$ cat config.mk
export PLATFORM = sky130hd
export DESIGN_NAME = detector_position_to_voxel_core
export DESIGN_NICKNAME = d
export VERILOG_FILES = /design/src/sv/dpv_pkg.sv /design/src/sv/dpv_fifo.sv /design/src/sv/dpv_front.sv /design/src/sv/dpv_rot.sv /design/src/sv/dpv_quant.sv /design/src/sv/detector_position_to_voxel_core.sv
export SDC_FILE = /design/constraint.sdc
export NUM_CORES = 2
export LEC_CHECK = 0
export BUFFER_PORTS_ARGS = -buffer_cell sky130_fd_sc_hd__clkbuf_2
export CORE_ASPECT_RATIO = 0.6
export CORE_MARGIN = 2
export CORE_UTILIZATION = 25
export CTS_BUF_LIST = sky130_fd_sc_hd__clkbuf_2 sky130_fd_sc_hd__clkbuf_4 sky130_fd_sc_hd__clkbuf_8
export CTS_CLUSTER_SIZE = 28
export DETAILED_ROUTE_END_ITERATION = 10
export PLACE_DENSITY = 0.4
export SLEW_MARGIN = 20
export SYNTH_ARGS = -nofsm -noshare
export SYNTH_HDL_FRONTEND = slang
export SYNTH_SLANG_ARGS = --single-unit
$ cat constraint.sdc
create_clock -name clk -period 95.2 [get_ports clk]
set_clock_uncertainty 0.2 [all_clocks]
set_input_delay 4.76 -clock clk [delete_from_list [all_inputs] [get_ports clk]]
set_output_delay 4.76 -clock clk [all_outputs]
set_load 0.02 [all_outputs]
$ cat src/sv/dpv_pkg.sv
// ----------------------------------------------------------------------------
// dpv_pkg
// Shared types, constants and elaboration-time trigonometry for the
// hit position to voxel index converter.
// ----------------------------------------------------------------------------
package dpv_pkg;

    typedef longint unsigned u64_t;

    localparam int POS_W      = 24;
    localparam int VOX_W      = 6;
    localparam int CFG_W      = 24;
    localparam int CFG_IDX_W  = 3;
    localparam int COEF_BITS  = 30;
    localparam int COEF_W     = 32;
    localparam int PITCH_W    = 20;
    localparam int QUEUE_DEPTH = 4;
    localparam u64_t PI_Q30   = 64'd3373259426;

    // Defaults for the top level parameters
    localparam int DEF_ROT_X_MDEG        = 0;
    localparam int DEF_ROT_Y_MDEG        = 0;
    localparam int DEF_ROT_Z_MDEG        = 0;
    localparam int DEF_MAX_BARS          = 64;
    localparam int DEF_MAX_DOUBLE_PLANES = 32;

    // Register reset values
    localparam logic signed [23:0] RST_CENTER_X     = 24'sd0;
    localparam logic signed [23:0] RST_CENTER_Y     = 24'sd0;
    localparam logic signed [23:0] RST_FRONT_Z      = 24'sd1433600;
    localparam logic [22:0]        RST_BAR_LENGTH   = 23'd256000;
    localparam logic [19:0]        RST_THICKNESS_XY = 20'd5120;
    localparam logic [19:0]        RST_THICKNESS_Z  = 20'd5120;
    localparam logic [6:0]         RST_BARS         = 7'd50;
    localparam logic [5:0]         RST_DPLANES      = 6'd30;

    typedef enum logic [CFG_IDX_W-1:0] {
        REG_CENTER_X,
        REG_CENTER_Y,
        REG_FRONT_Z,
        REG_BAR_LENGTH,
        REG_THICKNESS_XY,
        REG_THICKNESS_Z,
        REG_BARS_PER_PLANE,
        REG_DOUBLE_PLANES
    } cfg_reg_t;

    // Outcome of the range check ahead of the divider
    typedef enum logic [1:0] {
        QC_DIV,
        QC_LOW,
        QC_HIGH
    } quant_class_t;

    typedef struct packed {
        logic signed [POS_W-1:0] pos_x;
        logic signed [POS_W-1:0] pos_y;
        logic signed [POS_W-1:0] pos_z;
    } pos_t;

    typedef struct packed {
        logic [VOX_W-1:0] voxel_x;
        logic [VOX_W-1:0] voxel_y;
        logic [VOX_W-1:0] voxel_z;
    } voxel_t;

    // Sine or cosine of an angle in millidegrees, Q2.30, by Taylor series
    function automatic longint trig_q30(input longint mdeg, input logic want_sin);
        longint a;
        logic   sneg;
        logic   cneg;
        u64_t   x;
        u64_t   x2;
        u64_t   term;
        longint ss;
        longint cs;
        longint one;
        one  = longint'(1) << COEF_BITS;
        cneg = 1'b0;
        a = mdeg % 360000;
        if (a > 180000) a = a - 360000;
        if (a < -180000) a = a + 360000;
        sneg = (a < 0);
        if (sneg) a = -a;
        if (a > 90000)
        begin
            a    = 180000 - a;
            cneg = 1'b1;
        end
        x  = (u64_t'(a) * PI_Q30 + 64'd90000) / 64'd180000;
        x2 = (x * x) >> COEF_BITS;
        // Sine terms up to the 15th power
        term = x;
        ss   = longint'(x);
        term = ((term * x2) >> COEF_BITS) / 64'd6;
        ss   = ss - longint'(term);
        term = ((term * x2) >> COEF_BITS) / 64'd20;
        ss   = ss + longint'(term);
        term = ((term * x2) >> COEF_BITS) / 64'd42;
        ss   = ss - longint'(term);
        term = ((term * x2) >> COEF_BITS) / 64'd72;
        ss   = ss + longint'(term);
        term = ((term * x2) >> COEF_BITS) / 64'd110;
        ss   = ss - longint'(term);
        term = ((term * x2) >> COEF_BITS) / 64'd156;
        ss   = ss + longint'(term);
        term = ((term * x2) >> COEF_BITS) / 64'd210;
        ss   = ss - longint'(term);
        // Cosine terms up to the 14th power
        term = u64_t'(one);
        cs   = one;
        term = ((term * x2) >> COEF_BITS) / 64'd2;
        cs   = cs - longint'(term);
        term = ((term * x2) >> COEF_BITS) / 64'd12;
        cs   = cs + longint'(term);
        term = ((term * x2) >> COEF_BITS) / 64'd30;
        cs   = cs - longint'(term);
        term = ((term * x2) >> COEF_BITS) / 64'd56;
        cs   = cs + longint'(term);
        term = ((term * x2) >> COEF_BITS) / 64'd90;
        cs   = cs - longint'(term);
        term = ((term * x2) >> COEF_BITS) / 64'd132;
        cs   = cs + longint'(term);
        term = ((term * x2) >> COEF_BITS) / 64'd182;
        cs   = cs - longint'(term);
        if (ss < 0) ss = 0;
        if (ss > one) ss = one;
        if (cs < 0) cs = 0;
        if (cs > one) cs = one;
        if (want_sin) return sneg ? -ss : ss;
        return cneg ? -cs : cs;
    endfunction

endpackage

$ cat src/sv/dpv_fifo.sv
// ----------------------------------------------------------------------------
// dpv_fifo
// Short register queue between the front stage and the back pipeline.
// ----------------------------------------------------------------------------
module dpv_fifo
    import dpv_pkg::*;
#(
    parameter int W     = 84,
    parameter int DEPTH = QUEUE_DEPTH
)
(
    input  logic         clk,
    input  logic         rst_n,
    input  logic         wr,
    input  logic [W-1:0] wdata,
    output logic         q_full,
    input  logic         rd,
    output logic [W-1:0] rdata,
    output logic         q_empty
);
    localparam int PW = (DEPTH > 1) ? $clog2(DEPTH) : 1;
    localparam int CW = $clog2(DEPTH + 1);

    logic [W-1:0]  mem_reg [DEPTH];
    logic [PW-1:0] wp_reg, wp_next;
    logic [PW-1:0] rp_reg, rp_next;
    logic [CW-1:0] cnt_reg, cnt_next;

    assign q_full  = (cnt_reg == CW'(DEPTH));
    assign q_empty = (cnt_reg == '0);
    assign rdata   = mem_reg[rp_reg];

    // Advance pointers with wrap at the depth
    always_comb
    begin
        wp_next  = wp_reg;
        rp_next  = rp_reg;
        cnt_next = cnt_reg;
        if (wr)
        begin
            wp_next = (wp_reg == PW'(DEPTH - 1)) ? '0 : wp_reg + 1'b1;
        end
        if (rd)
        begin
            rp_next = (rp_reg == PW'(DEPTH - 1)) ? '0 : rp_reg + 1'b1;
        end
        if (wr && !rd)
        begin
            cnt_next = cnt_reg + 1'b1;
        end
        else if (rd && !wr)
        begin
            cnt_next = cnt_reg - 1'b1;
        end
    end

    always_ff @(posedge clk or negedge rst_n)
    begin
        if (!rst_n)
        begin
            wp_reg  <= '0;
            rp_reg  <= '0;
            cnt_reg <= '0;
        end
        else
        begin
            wp_reg  <= wp_next;
            rp_reg  <= rp_next;
            cnt_reg <= cnt_next;
        end
    end

    // Store the incoming beat
    always_ff @(posedge clk)
    begin
        if (wr)
        begin
            mem_reg[wp_reg] <= wdata;
        end
    end

endmodule

$ cat src/sv/dpv_front.sv
// ----------------------------------------------------------------------------
// dpv_front
// Input stage: takes a hit beat and removes the detector centre and the
// z offset to the detector middle before handing it to the queue.
// ----------------------------------------------------------------------------
module dpv_front
    import dpv_pkg::*;
#(
    parameter int BW = 28,
    parameter int XW = 26
)
(
    input  logic                    clk,
    input  logic                    rst_n,
    input  logic                    push,
    output logic                    full,
    input  pos_t                    pos,
    input  logic signed [23:0]      center_x,
    input  logic signed [23:0]      center_y,
    input  logic signed [23:0]      front_z,
    input  logic [XW-1:0]           half,
    input  logic                    q_full,
    output logic                    q_wr,
    output logic [3*BW-1:0]         q_data
);
    logic f_valid_reg, f_valid_next;
    pos_t f_pos_reg;
    logic accept;
    logic signed [BW-1:0] dx;
    logic signed [BW-1:0] dy;
    logic signed [BW-1:0] dz;

    assign full   = f_valid_reg && q_full;
    assign accept = push && !full;
    assign q_wr   = f_valid_reg && !q_full;

    // Hold or replace the front beat
    always_comb
    begin
        f_valid_next = f_valid_reg;
        if (accept)
        begin
            f_valid_next = 1'b1;
        end
        else if (q_wr)
        begin
            f_valid_next = 1'b0;
        end
    end

    always_ff @(posedge clk or negedge rst_n)
    begin
        if (!rst_n)
        begin
            f_valid_reg <= 1'b0;
        end
        else
        begin
            f_valid_reg <= f_valid_next;
        end
    end

    always_ff @(posedge clk)
    begin
        if (accept)
        begin
            f_pos_reg <= pos;
        end
    end

    // Remove centre and middle-of-detector offset
    always_comb
    begin
        dx = BW'(f_pos_reg.pos_x) - BW'(center_x);
        dy = BW'(f_pos_reg.pos_y) - BW'(center_y);
        dz = BW'(f_pos_reg.pos_z) - BW'(front_z) - $signed(BW'(half));
    end

    assign q_data = {dz, dy, dx};

endmodule

$ cat src/sv/dpv_rot.sv
// ----------------------------------------------------------------------------
// dpv_rot
// One plane rotation by fixed Q2.30 coefficients, two stages: products,
// then sum with rounding half away from zero.
// ----------------------------------------------------------------------------
module dpv_rot
    import dpv_pkg::*;
#(
    parameter int     AW  = 29,
    parameter longint COS = 64'sd1073741824,
    parameter longint SIN = 64'sd0
)
(
    input  logic                 clk,
    input  logic                 adv,
    input  logic signed [AW-1:0] a,
    input  logic signed [AW-1:0] b,
    input  logic signed [AW-1:0] p,
    output logic signed [AW-1:0] a_o,
    output logic signed [AW-1:0] b_o,
    output logic signed [AW-1:0] p_o
);
    localparam int PW = AW + COEF_W;
    localparam logic signed [COEF_W-1:0] COS_C = COEF_W'(COS);
    localparam logic signed [COEF_W-1:0] SIN_C = COEF_W'(SIN);
    localparam logic signed [PW:0] RHALF   = (PW+1)'(longint'(1) << (COEF_BITS - 1));
    localparam logic signed [PW:0] RHALFM1 = (PW+1)'((longint'(1) << (COEF_BITS - 1)) - 1);

    logic signed [PW-1:0] pac_reg, pbs_reg, pas_reg, pbc_reg;
    logic signed [AW-1:0] p1_reg;
    logic signed [PW:0]   s1, s2, t1, t2;
    logic signed [AW-1:0] a_reg, b_reg, p2_reg;

    // Stage one: products
    always_ff @(posedge clk)
    begin
        if (adv)
        begin
            pac_reg <= a * COS_C;
            pbs_reg <= b * SIN_C;
            pas_reg <= a * SIN_C;
            pbc_reg <= b * COS_C;
            p1_reg  <= p;
        end
    end

    // Stage two: sum and round
    always_comb
    begin
        s1 = (PW+1)'(pac_reg) - (PW+1)'(pbs_reg);
        s2 = (PW+1)'(pas_reg) + (PW+1)'(pbc_reg);
        t1 = s1 + (s1[PW] ? RHALFM1 : RHALF);
        t2 = s2 + (s2[PW] ? RHALFM1 : RHALF);
    end

    always_ff @(posedge clk)
    begin
        if (adv)
        begin
            a_reg  <= t1[COEF_BITS+AW-1:COEF_BITS];
            b_reg  <= t2[COEF_BITS+AW-1:COEF_BITS];
            p2_reg <= p1_reg;
        end
    end

    assign a_o = a_reg;
    assign b_o = b_reg;
    assign p_o = p2_reg;

endmodule

$ cat src/sv/dpv_quant.sv
// ----------------------------------------------------------------------------
// dpv_quant
// Quantise one axis: range check, scale by the last index, then a
// pipelined restoring divide by twice the extent, one quotient bit a stage.
// ----------------------------------------------------------------------------
module dpv_quant
    import dpv_pkg::*;
#(
    parameter int AW = 29,
    parameter int XW = 26,
    parameter int QW = 6
)
(
    input  logic                 clk,
    input  logic                 adv,
    input  logic signed [AW-1:0] v,
    input  logic [XW-1:0]        off,
    input  logic [XW-1:0]        ext,
    input  logic [QW-1:0]        m,
    output logic [VOX_W-1:0]     idx
);
    localparam int NW   = ((AW > XW) ? AW : XW) + 2;
    localparam int NUMW = XW + 1 + QW;

    logic signed [NW-1:0] num2;
    logic                 neg;
    logic                 over;
    quant_class_t         cls;
    logic [XW:0]          dvs;

    logic [XW:0]          num_a_reg;
    quant_class_t         cls_a_reg;
    logic [NUMW-1:0]      rem_reg [QW+1];
    logic [QW-1:0]        quo_reg [QW+1];
    quant_class_t         cls_reg [QW+1];
    logic [VOX_W-1:0]     idx_reg;

    assign dvs = {ext, 1'b0};

    // Classify against zero and the full extent
    always_comb
    begin
        num2 = (NW'(v) <<< 1) + $signed(NW'(off));
        neg  = num2[NW-1];
        over = (num2[NW-2:0] > (NW-1)'(dvs));
        priority if (neg)
            cls = QC_LOW;
        else if (over)
            cls = QC_HIGH;
        else if (ext == '0)
            cls = QC_LOW;
        else
            cls = QC_DIV;
    end

    always_ff @(posedge clk)
    begin
        if (adv)
        begin
            num_a_reg <= num2[XW:0];
            cls_a_reg <= cls;
            // Scale by the last index and add half the divisor
            rem_reg[0] <= NUMW'(num_a_reg) * NUMW'(m) + NUMW'(ext);
            quo_reg[0] <= '0;
            cls_reg[0] <= cls_a_reg;
            // One quotient bit per stage, most significant first
            for (int s = 0; s < QW; s++)
            begin
                if (rem_reg[s] >= (NUMW'(dvs) << (QW - 1 - s)))
                begin
                    rem_reg[s+1] <= rem_reg[s] - (NUMW'(dvs) << (QW - 1 - s));
                    quo_reg[s+1] <= quo_reg[s] | (QW'(1) << (QW - 1 - s));
                end
                else
                begin
                    rem_reg[s+1] <= rem_reg[s];
                    quo_reg[s+1] <= quo_reg[s];
                end
                cls_reg[s+1] <= cls_reg[s];
            end
        end
    end

    // Pick the index and drop bits beyond the field
    always_ff @(posedge clk)
    begin
        if (adv)
        begin
            unique case (cls_reg[QW])
                QC_LOW:  idx_reg <= '0;
                QC_HIGH: idx_reg <= VOX_W'(m);
                QC_DIV:  idx_reg <= VOX_W'(quo_reg[QW]);
                default: idx_reg <= '0;
            endcase
        end
    end

    assign idx = idx_reg;

endmodule

$ cat src/sv/detector_position_to_voxel_core.sv
// ----------------------------------------------------------------------------
// detector_position_to_voxel_core
// Converts a 3-D hit position to voxel indices of a bar detector: offset
// removal, three fixed rotations, corner shift and per-axis quantisation.
//
//   channel   direction  handshake        payload
//   hit       in         push / full      pos    (pos_x, pos_y, pos_z)
//   voxel     out        empty / pop      voxel  (voxel_x, voxel_y, voxel_z)
//   config    in         cfg_wr_en        cfg_index, cfg_data
//
// One hit per cycle sustained while results are popped. A hit passes the
// front stage, the queue, the entry stage, the three rotations and the
// quantiser, whose divider has a quotient width QW (6 at default
// sizes).
// Reset clears all control state and loads the register reset values;
// derived extents are registered and follow a register write in the next cycle.
// An unpopped result freezes the back pipeline; the four-entry queue then
// fills and full rises once the front stage also holds a beat.
// ----------------------------------------------------------------------------
module detector_position_to_voxel_core
    import dpv_pkg::*;
#(
    parameter int ROT_X_MDEG        = DEF_ROT_X_MDEG,
    parameter int ROT_Y_MDEG        = DEF_ROT_Y_MDEG,
    parameter int ROT_Z_MDEG        = DEF_ROT_Z_MDEG,
    parameter int MAX_BARS          = DEF_MAX_BARS,
    parameter int MAX_DOUBLE_PLANES = DEF_MAX_DOUBLE_PLANES
)
(
    input  logic                 clk,
    input  logic                 rst_n,
    input  logic                 push,
    output logic                 full,
    input  pos_t                 pos,
    output logic                 empty,
    input  logic                 pop,
    output voxel_t               voxel,
    input  logic                 cfg_wr_en,
    input  logic [CFG_IDX_W-1:0] cfg_index,
    input  logic [CFG_W-1:0]     cfg_data
);
    localparam int NBW    = $clog2(MAX_BARS + 1);
    localparam int DPW    = $clog2(MAX_DOUBLE_PLANES + 1);
    localparam int MAXIDX = ((MAX_BARS - 1) > (2 * MAX_DOUBLE_PLANES - 1)) ?
                            (MAX_BARS - 1) : (2 * MAX_DOUBLE_PLANES - 1);
    localparam int QW     = $clog2(MAXIDX + 1);
    localparam int XW0    = ((PITCH_W + NBW) > (PITCH_W + 1 + DPW)) ?
                            (PITCH_W + NBW) : (PITCH_W + 1 + DPW);
    localparam int XW     = (XW0 > 23) ? XW0 : 23;
    localparam int BW     = (((POS_W + 1) > (PITCH_W + DPW)) ?
                            (POS_W + 1) : (PITCH_W + DPW)) + 2;
    localparam int AW     = BW + 1;
    localparam int LAT    = QW + 10;

    localparam longint COS_X = trig_q30(-longint'(ROT_X_MDEG), 1'b0);
    localparam longint SIN_X = trig_q30(-longint'(ROT_X_MDEG), 1'b1);
    localparam longint COS_Y = trig_q30(-longint'(ROT_Y_MDEG), 1'b0);
    localparam longint SIN_Y = trig_q30(-longint'(ROT_Y_MDEG), 1'b1);
    localparam longint COS_Z = trig_q30(-longint'(ROT_Z_MDEG), 1'b0);
    localparam longint SIN_Z = trig_q30(-longint'(ROT_Z_MDEG), 1'b1);

    // Configuration registers
    logic signed [23:0] center_x_reg, center_y_reg, front_z_reg;
    logic [22:0]        bar_length_reg;
    logic [19:0]        thickness_xy_reg, thickness_z_reg;
    logic [6:0]         bars_reg;
    logic [5:0]         dplanes_reg;

    // Derived extents
    logic [NBW-1:0]     n_next;
    logic [DPW-1:0]     dp_next;
    logic [XW-1:0]      ext_reg, ext_next;
    logic [XW-1:0]      half_reg, half_next;
    logic [XW-1:0]      e_reg;
    logic [QW-1:0]      mxy_reg, mxy_next;
    logic [QW-1:0]      mz_reg, mz_next;

    logic               q_wr, q_rd, q_full, q_empty;
    logic [3*BW-1:0]    q_wdata, q_rdata;

    logic               adv;
    logic [LAT-1:0]     vld_reg, vld_next;
    logic signed [BW-1:0] s0_x_reg, s0_y_reg, s0_z_reg;

    logic signed [AW-1:0] x1, y1, z1, x2, y2, z2, x3, y3, z3;
    logic [VOX_W-1:0]     idx_x, idx_y, idx_z;

    // Register writes
    always_ff @(posedge clk or negedge rst_n)
    begin
        if (!rst_n)
        begin
            center_x_reg     <= RST_CENTER_X;
            center_y_reg     <= RST_CENTER_Y;
            front_z_reg      <= RST_FRONT_Z;
            bar_length_reg   <= RST_BAR_LENGTH;
            thickness_xy_reg <= RST_THICKNESS_XY;
            thickness_z_reg  <= RST_THICKNESS_Z;
            bars_reg         <= RST_BARS;
            dplanes_reg      <= RST_DPLANES;
        end
        else if (cfg_wr_en)
        begin
            unique case (cfg_reg_t'(cfg_index))
                REG_CENTER_X:       center_x_reg     <= cfg_data[23:0];
                REG_CENTER_Y:       center_y_reg     <= cfg_data[23:0];
                REG_FRONT_Z:        front_z_reg      <= cfg_data[23:0];
                REG_BAR_LENGTH:     bar_length_reg   <= cfg_data[22:0];
                REG_THICKNESS_XY:   thickness_xy_reg <= cfg_data[19:0];
                REG_THICKNESS_Z:    thickness_z_reg  <= cfg_data[19:0];
                REG_BARS_PER_PLANE: bars_reg         <= cfg_data[6:0];
                REG_DOUBLE_PLANES:  dplanes_reg      <= cfg_data[5:0];
                default:            ;
            endcase
        end
    end

    // Clamp counts and form extents and last indices
    always_comb
    begin
        if (bars_reg == '0)
            n_next = NBW'(1);
        else if (32'(bars_reg) > 32'(MAX_BARS))
            n_next = NBW'(MAX_BARS);
        else
            n_next = NBW'(bars_reg);
        if (dplanes_reg == '0)
            dp_next = DPW'(1);
        else if (32'(dplanes_reg) > 32'(MAX_DOUBLE_PLANES))
            dp_next = DPW'(MAX_DOUBLE_PLANES);
        else
            dp_next = DPW'(dplanes_reg);
        ext_next  = XW'(thickness_xy_reg) * XW'(n_next);
        half_next = XW'(thickness_z_reg) * XW'(dp_next);
        mxy_next  = QW'(n_next) - QW'(1);
        mz_next   = (QW'(dp_next) << 1) - QW'(1);
    end

    always_ff @(posedge clk)
    begin
        ext_reg  <= ext_next;
        half_reg <= half_next;
        e_reg    <= half_next << 1;
        mxy_reg  <= mxy_next;
        mz_reg   <= mz_next;
    end

    dpv_front #(
        .BW (BW),
        .XW (XW)
    ) u_front (
        .clk      (clk),
        .rst_n    (rst_n),
        .push     (push),
        .full     (full),
        .pos      (pos),
        .center_x (center_x_reg),
        .center_y (center_y_reg),
        .front_z  (front_z_reg),
        .half     (half_reg),
        .q_full   (q_full),
        .q_wr     (q_wr),
        .q_data   (q_wdata)
    );

    dpv_fifo #(
        .W     (3 * BW),
        .DEPTH (QUEUE_DEPTH)
    ) u_fifo (
        .clk     (clk),
        .rst_n   (rst_n),
        .wr      (q_wr),
        .wdata   (q_wdata),
        .q_full  (q_full),
        .rd      (q_rd),
        .rdata   (q_rdata),
        .q_empty (q_empty)
    );

    // Advance the back pipeline unless a result waits unpopped
    assign adv   = !vld_reg[LAT-1] || pop;
    assign q_rd  = adv && !q_empty;
    assign empty = !vld_reg[LAT-1];

    always_comb
    begin
        vld_next = vld_reg;
        if (adv)
        begin
            vld_next = {vld_reg[LAT-2:0], q_rd};
        end
    end

    always_ff @(posedge clk or negedge rst_n)
    begin
        if (!rst_n)
        begin
            vld_reg <= '0;
        end
        else
        begin
            vld_reg <= vld_next;
        end
    end

    // Entry stage of the back pipeline
    always_ff @(posedge clk)
    begin
        if (adv)
        begin
            s0_x_reg <= q_rdata[BW-1:0];
            s0_y_reg <= q_rdata[2*BW-1:BW];
            s0_z_reg <= q_rdata[3*BW-1:2*BW];
        end
    end

    // Rotate back about z, then y, then x
    dpv_rot #(.AW(AW), .COS(COS_Z), .SIN(SIN_Z)) u_rot_z (
        .clk (clk), .adv (adv),
        .a   (AW'(s0_x_reg)), .b (AW'(s0_y_reg)), .p (AW'(s0_z_reg)),
        .a_o (x1), .b_o (y1), .p_o (z1)
    );

    dpv_rot #(.AW(AW), .COS(COS_Y), .SIN(SIN_Y)) u_rot_y (
        .clk (clk), .adv (adv),
        .a   (z1), .b (x1), .p (y1),
        .a_o (z2), .b_o (x2), .p_o (y2)
    );

    dpv_rot #(.AW(AW), .COS(COS_X), .SIN(SIN_X)) u_rot_x (
        .clk (clk), .adv (adv),
        .a   (y2), .b (z2), .p (x2),
        .a_o (y3), .b_o (z3), .p_o (x3)
    );

    dpv_quant #(.AW(AW), .XW(XW), .QW(QW)) u_quant_x (
        .clk (clk), .adv (adv), .v (x3),
        .off (XW'(bar_length_reg)), .ext (ext_reg), .m (mxy_reg),
        .idx (idx_x)
    );

    dpv_quant #(.AW(AW), .XW(XW), .QW(QW)) u_quant_y (
        .clk (clk), .adv (adv), .v (y3),
        .off (XW'(bar_length_reg)), .ext (ext_reg), .m (mxy_reg),
        .idx (idx_y)
    );

    dpv_quant #(.AW(AW), .XW(XW), .QW(QW)) u_quant_z (
        .clk (clk), .adv (adv), .v (z3),
        .off (e_reg), .ext (e_reg), .m (mz_reg),
        .idx (idx_z)
    );

    assign voxel.voxel_x = idx_x;
    assign voxel.voxel_y = idx_y;
    assign voxel.voxel_z = idx_z;

`ifndef SYNTHESIS
    // A waiting result freezes every stage of the back pipeline
    a_stall_freeze: assert property (@(posedge clk) disable iff (!rst_n)
        (!empty && !pop) |=> $stable(vld_reg))
        else $error("back pipeline moved while a result was held");

    // Input backpressure only comes from a full queue
    a_full_src: assert property (@(posedge clk) disable iff (!rst_n)
        full |-> q_full)
        else $error("full raised with room in the queue");

    // A beat taken from the queue lands in the entry stage
    a_entry_load: assert property (@(posedge clk) disable iff (!rst_n)
        q_rd |=> vld_reg[0])
        else $error("queue beat lost at the entry stage");
`endif

endmodule

# ---- Word-level counts from Yosys, hierarchy flattened
# Memory sizes are Yosys's and may differ from the RTL's. A register that Yosys moved wholly into a read port is not among the register bits.
# Cells that the tools add are included.
dict set report word_totals {
  input_bits 104
  memories 10
  word_cells 378
  ram_bits 1218
  regBits 934
}
# name words word_bits read_ports rd_clocked_by_memory_dff write_ports line
set memory_table {}
lappend memory_table {u_fifo.mem_reg 4 84 1 1 1 dpv_fifo.sv:24} ;# logic [W-1:0] mem_reg [DEPTH];
lappend memory_table {u_quant_x.rem_reg 7 34 6 0 7 dpv_quant.sv:33} ;# logic [NUMW-1:0] rem_reg [QW+1];
lappend memory_table {u_quant_y.rem_reg 7 34 6 0 7 dpv_quant.sv:33}
lappend memory_table {u_quant_z.rem_reg 7 34 6 0 7 dpv_quant.sv:33}
lappend memory_table {u_quant_x.quo_reg 7 6 7 0 7 dpv_quant.sv:34} ;# logic [QW-1:0] quo_reg [QW+1];
lappend memory_table {u_quant_y.quo_reg 7 6 7 0 7 dpv_quant.sv:34}
lappend memory_table {{4 more memories} -- -- -- -- -- --}
dict set report op_classes {
  n_addsub 40
  n_eq_ne 13
  n_lt_le_gt_ge 23
  n_mul 5
  mux 172
  n_reduce_logical 32
  bitwise_logic 36
}
# cell count
set op_table {}
lappend op_table {{34-bit 2-to-1 mux} 18}
lappend op_table {{30-bit 2-to-1 mux} 6}
lappend op_table {{58-bit by 31-bit adder with 59-bit output} 3}
lappend op_table {{59-bit by 31-bit adder with 59-bit output} 3}
lappend op_table {{6-bit 2-to-1 mux} 20}
lappend op_table {{1-bit 2-to-1 mux} 116}
lappend op_table {{34-bit by 27-bit adder with 34-bit output} 3}
lappend op_table {{34-bit by 28-bit greater-or-equal comparator with 1-bit output} 3}
lappend op_table {{34-bit by 29-bit greater-or-equal comparator with 1-bit output} 3}
lappend op_table {{34-bit by 30-bit greater-or-equal comparator with 1-bit output} 3}
lappend op_table {{34-bit by 31-bit greater-or-equal comparator with 1-bit output} 3}
lappend op_table {{34-bit by 32-bit greater-or-equal comparator with 1-bit output} 3}
lappend op_table {{34-bit by 33-bit greater-or-equal comparator with 1-bit output} 3}
lappend op_table {{28-bit by 6-bit multiplier with 34-bit output} 3}
lappend op_table {{34-bit by 28-bit subtractor with 34-bit output} 3}
lappend op_table {{34-bit by 29-bit subtractor with 34-bit output} 3}
lappend op_table {{34-bit by 30-bit subtractor with 34-bit output} 3}
lappend op_table {{34-bit by 31-bit subtractor with 34-bit output} 3}
lappend op_table {{34-bit by 32-bit subtractor with 34-bit output} 3}
lappend op_table {{34-bit by 33-bit subtractor with 34-bit output} 3}
lappend op_table {{30-bit by 28-bit greater-than comparator with 1-bit output} 3}
lappend op_table {{24-bit by 24-bit subtractor with 25-bit output} 3}
lappend op_table {{30-bit by 24-bit adder with 31-bit output} 2}
lappend op_table {{27-bit zero test} 2}
lappend op_table {{28 further kinds} 103}

# ---- Longest topological paths before layout
dict set report logic_depth {
  depth_word 7
  mapped_depth 23
}

# ---- By module
# From an unflattened synthesis, not the netlist that was laid out.
dict set report unflattened {
  hier_cells 11013
  area_unflattened_um2 129559.3
}
# module cells_per_inst area_each_um2 seq_area_each_um2 instances
set modules_own_cells {}
lappend modules_own_cells {{dpv_quant at u_quant_z} 2664 25710.9 8257.9 1}
lappend modules_own_cells {{dpv_quant at u_quant_y} 2542 25171.6 8257.9 1}
lappend modules_own_cells {{dpv_quant at u_quant_x} 2516 25166.6 8257.9 1}
lappend modules_own_cells {detector_position_to_voxel_core 1552 18176.2 7936.4 1}
lappend modules_own_cells {dpv_rot 174 5225.0 5225.0 3}
lappend modules_own_cells {dpv_fifo 476 12572.1 10264.8 1}
lappend modules_own_cells {dpv_front 741 7086.8 2187.1 1}

# ---- Worst setup path after synthesis
# OpenSTA, ideal clock, no wires.
dict set report synth_timing {
  kind {input to register}
  from {input port pop}
  to {register s0_x_reg[0], read port of u_fifo.mem_reg (enable)}
  arrival_time_ps 41939
  cell_stages 5
  path_buffers 3
  slack_ps 50817
  required_ps 92756
  cell_sequence {nor2_1 > clkbuf_1 > inv_1 > clkbuf_1 > buf_1}
}
dict set report synth_via {
  elab_chain_cells 1
}
# element line
set synth_lines {}
lappend synth_lines {{from (decl)} detector_position_to_voxel_core.sv:36} ;# input logic pop,
lappend synth_lines {{1-bit logical OR} detector_position_to_voxel_core.sv:181} ;# assign adv = !vld_reg[LAT-1] || pop;
lappend synth_lines {{via adv} detector_position_to_voxel_core.sv:81} ;# logic adv;
lappend synth_lines {{to (decl)} detector_position_to_voxel_core.sv:83} ;# logic signed [BW-1:0] s0_x_reg, s0_y_reg, s0_z_reg;
# The timed path passes the listed nets, and every way through them passes these cells.
# A chain may end at the register's enable or synchronous reset.

# ---- Final worst setup path
dict set report layout_timing {
  from {input port pop}
  to {register u_rot_x.pac_reg[37] (enable)}
}
dict set report layout_via {
  elab_chain_cells 1
}
# element line
set layout_lines {}
lappend layout_lines {{1-bit logical OR} detector_position_to_voxel_core.sv:181}
lappend layout_lines {{to (signal assigned)} dpv_rot.sv:39} ;# pac_reg <= a * COS_C;
lappend layout_lines {{to (decl)} dpv_rot.sv:29} ;# logic signed [PW-1:0] pac_reg, pbs_reg, pas_reg, pbc_reg;
# Every way passes these cells.

==> impl_metrics.csv <==
group,metric,value,unit
outcome,status,"finished clean",
cells_and_area,nNetsFinal,12500,
setup_path,r2r_cells,17,
cts,htreeDepth,5,
run,maxCapViolCount,0,
synthesis,synth-seq-cells,1977,
timing,rsz0062_at_grt,"false",
min_path,hold_depth,0,
cts,path_clk_slew,0.06,ns
die,io_pins,124,
global_route,grt-ovfl-total,0,
die,start_util,25.1,%
timing,maxSlewViolCount,0,
timing,fin_ws,87.07,ns
drt,drt_iter0_markers,7113,
synthesis,yosys_most_used_dff,"edfxtp_1",
global_route,grt_pass1_vias,81300,
cts,clockBufferDepth,4,
min_path,hp-start,"u_rot_x.p1_reg[9]",
drt,vias,82500,
cts,cts_buffers,335,
drt,drc,0,
drt,totalWireLength,366000,um
setup_path,critical_path_peak_fanout,88,
timing,setup_tns,0,ns
setup_path,rrSetupSlack,88.11,ns
drt,postRouteAntennaNets,0,
drt,wl_per_cell,20.7,um
place,gp_congestion,0.847,
die,die-area,494000,sq um
die,core_area,486000,sq um
die,die_w,906,um
die,rows,198,
synthesis,synthCells,10500,
synthesis,syn_nets,12200,
cells_and_area,synthToLayoutAreaGrowth,13.1,%
cts,post_cts_buffers,0,
place,io_buffers,123,
timing,hold_viol,0,
setup_path,cp_data_required_time,95.66,ns
setup_path,r2r_end,"u_quant_y.rem_reg[0][31]",
cts,clk_latency,1.14,ns
synthesis,synth_top_cell_area_share,42.8,%
synthesis,yosysWarnings,0,
global_route,antenna_found_initial,52,
place,hpwlAfterDp,273000,um
setup_path,r2r_start,"mxy_reg[5]",
synthesis,synth-edff-count,1741,
global_route,grt_max_degree,168,
min_path,hold_path_end,"u_rot_x.p_o[9]",
cells_and_area,largest_reg_flops,312,
setup_path,cp-start-kind,"primary input",
cells_and_area,layout-drive-gt1-share,10.6,%
synthesis,async_flop_share,8.70,%
timing,worst_pin_slew,1.10,ns
synthesis,ys_types,95,
global_route,grt_first_pass_wirelength,542000,um
timing,setup_violations,0,
synthesis,synth.avg_cell_area,11.6,sq um
synthesis,synth_top_cell_by_area,"edfxtp_1",
global_route,grt_usage,14.4,%
die,die_height,545,um
timing,post-route-min-period,8.13,ns
cts,cts.sinks,1977,
synthesis,netlist_top_cells_area,"edfxtp_1 43%, ha_1 10%, fa_1 9.3%",
setup_path,crit_arrival,8.59,ns
cts,ctsResizeCount,0,
timing,fin_crit_sh,8.54,%
cts,holdBufCountCts,0,
timing,fmax,123,MHz
synthesis,ys_seq_area_share,47.4,%
place,dp_worst_setup_slack,85.85,ns
cells_and_area,finalCoreUtilization,28.4,%
cts,cts_tree,"built",
min_path,hold_class,"reg -> reg",
drt,vias_per_cell,4.67,
cts,cts_root_buf,"clkbuf_8",
setup_path,critPathKind,"in -> reg",
timing,relSlewSlack,26.3,%
setup_path,crit_path_end_kind,"flop",
synthesis,syn_area,122000,sq um
drt,dr.pass1.iters,6,
-- per-stage QoR --
| stage | hold slack, ns | instances | instance area (sq um) |
|---|---|---|---|
| 6_report | 0.153 | 17700 | 138000 |
| 5_1_grt | 0.166 | 17700 | 138000 |
| 3_3_place_gp | 0.200 | 17100 | 131000 |
| 3_5_place_dp | 0.205 | 17100 | 131000 |
| 4_1_cts | 0.142 | 17700 | 138000 |
| 2_1_floorplan | 0.200 | 10500 | 122000 |
-- cell usage after synthesis (20+ instances only) --
cell type and number:
edfxtp_1 1741, nand2_1 1126, ha_1 974, inv_1 851, a21oi_1 687, fa_1 566
nor2_1 530, o21ai_0 529, xnor2_1 416, a21o_1 334, and2_1 247, xor2_1 205
clkbuf_1 180, mux2_2 167, nor3_1 150, dfrtp_1 149, o21a_1 119, nand3_1 117
nor2b_1 109, nand2b_1 95, nand4_1 95, mux4_2 78, o21bai_1 68, and3_1 66
dfxtp_1 64, nor4_1 60, o31ai_1 60, a31oi_1 58, a211oi_1 53, or3_1 49
o211ai_1 44, a21boi_0 43, or2_2 37, mux2i_1 36, a211o_1 24, dfstp_2 23
buf_1 22, buf_2 22, o31a_1 20
-- cells in the final DEF (no fill, tap or decap), types with 139 or more instances in the layout --
| master | instances |
|---|---|
| nor3_1 | 148 |
| nand2_1 | 1126 |
| nor2_1 | 528 |
| ha_1 | 974 |
| buf_4 | 139 |
| clkbuf_8 | 352 |
| inv_1 | 845 |
| fa_1 | 566 |
| a21o_1 | 334 |
| mux2_2 | 167 |
| xnor2_1 | 416 |
| o21ai_0 | 529 |
| a21oi_1 | 685 |
| edfxtp_1 | 1741 |
| dfrtp_1 | 147 |
| and2_1 | 243 |
| xor2_1 | 205 |
-- kinds of logic after synthesis --
kind of cell	after synthesis	synth area share, %
flip-flops	1977	47.4
XOR/XNOR	621	4.45
multiplexers	281	3.27
adder cells (fa/ha/maj)	1540	19.2
AO/OA/AOI/OAI	2250	11.6
AND/OR/NAND/NOR	2775	10.7
buffers and inverters	1078	3.34
-- critical path, stage by stage --
cell and delay [ns]:
clkbuf_2 0.10, nor2_4 0.04, buf_4 0.23, inv_8 0.48
buf_4 0.82, buf_4 0.79, buf_4 0.95
-- cell type report --
class                      instances  area (sq um)
antenna                           14          35.0
inverter                         853          3210
clock buffer                     462          5660
multi-input combinational       7467         60300
sequential                      1977         57900
tap                             6500          8130
timing repair buffer             264          1700
fill                           49900        348000
clock inverter                   130          1150
-- per-layer routing --
layer	global-route usage (%)	up-vias	part of all wire, %
met5	0.183	-	0.042
li1	-	38700	-
met3	2.58	450	6.5
met4	2.78	8	1.9
met1	24.7	40800	56
met2	17.9	2431	36
-- worst max-delay path by stage --
| stage | from | end | slack [ns] | cells after the start |
|---|---|---|---|---|
| 3_5_place_dp | pop | u_quant_y.rem_reg[0][69] | 85.85 | 7 |
| 5_1_grt | pop | u_quant_x.rem_reg[0][33] | 86.83 | 7 |
| 2_1_floorplan | pop | s0_x_reg[0] | 50.82 | 5 |
| 3_3_place_gp | pop | u_rot_x.p1_reg[5] | 85.91 | 7 |
| 6_report | pop | u_rot_x.pac_reg[37] | 87.07 | 7 |
| 4_1_cts | pop | u_quant_y.rem_reg[1][49] | 87.03 | 7 |
Power is left out: the tool's default activity adds up to more than one toggle a clock period on the data nets, which glitch-free logic cannot reach.
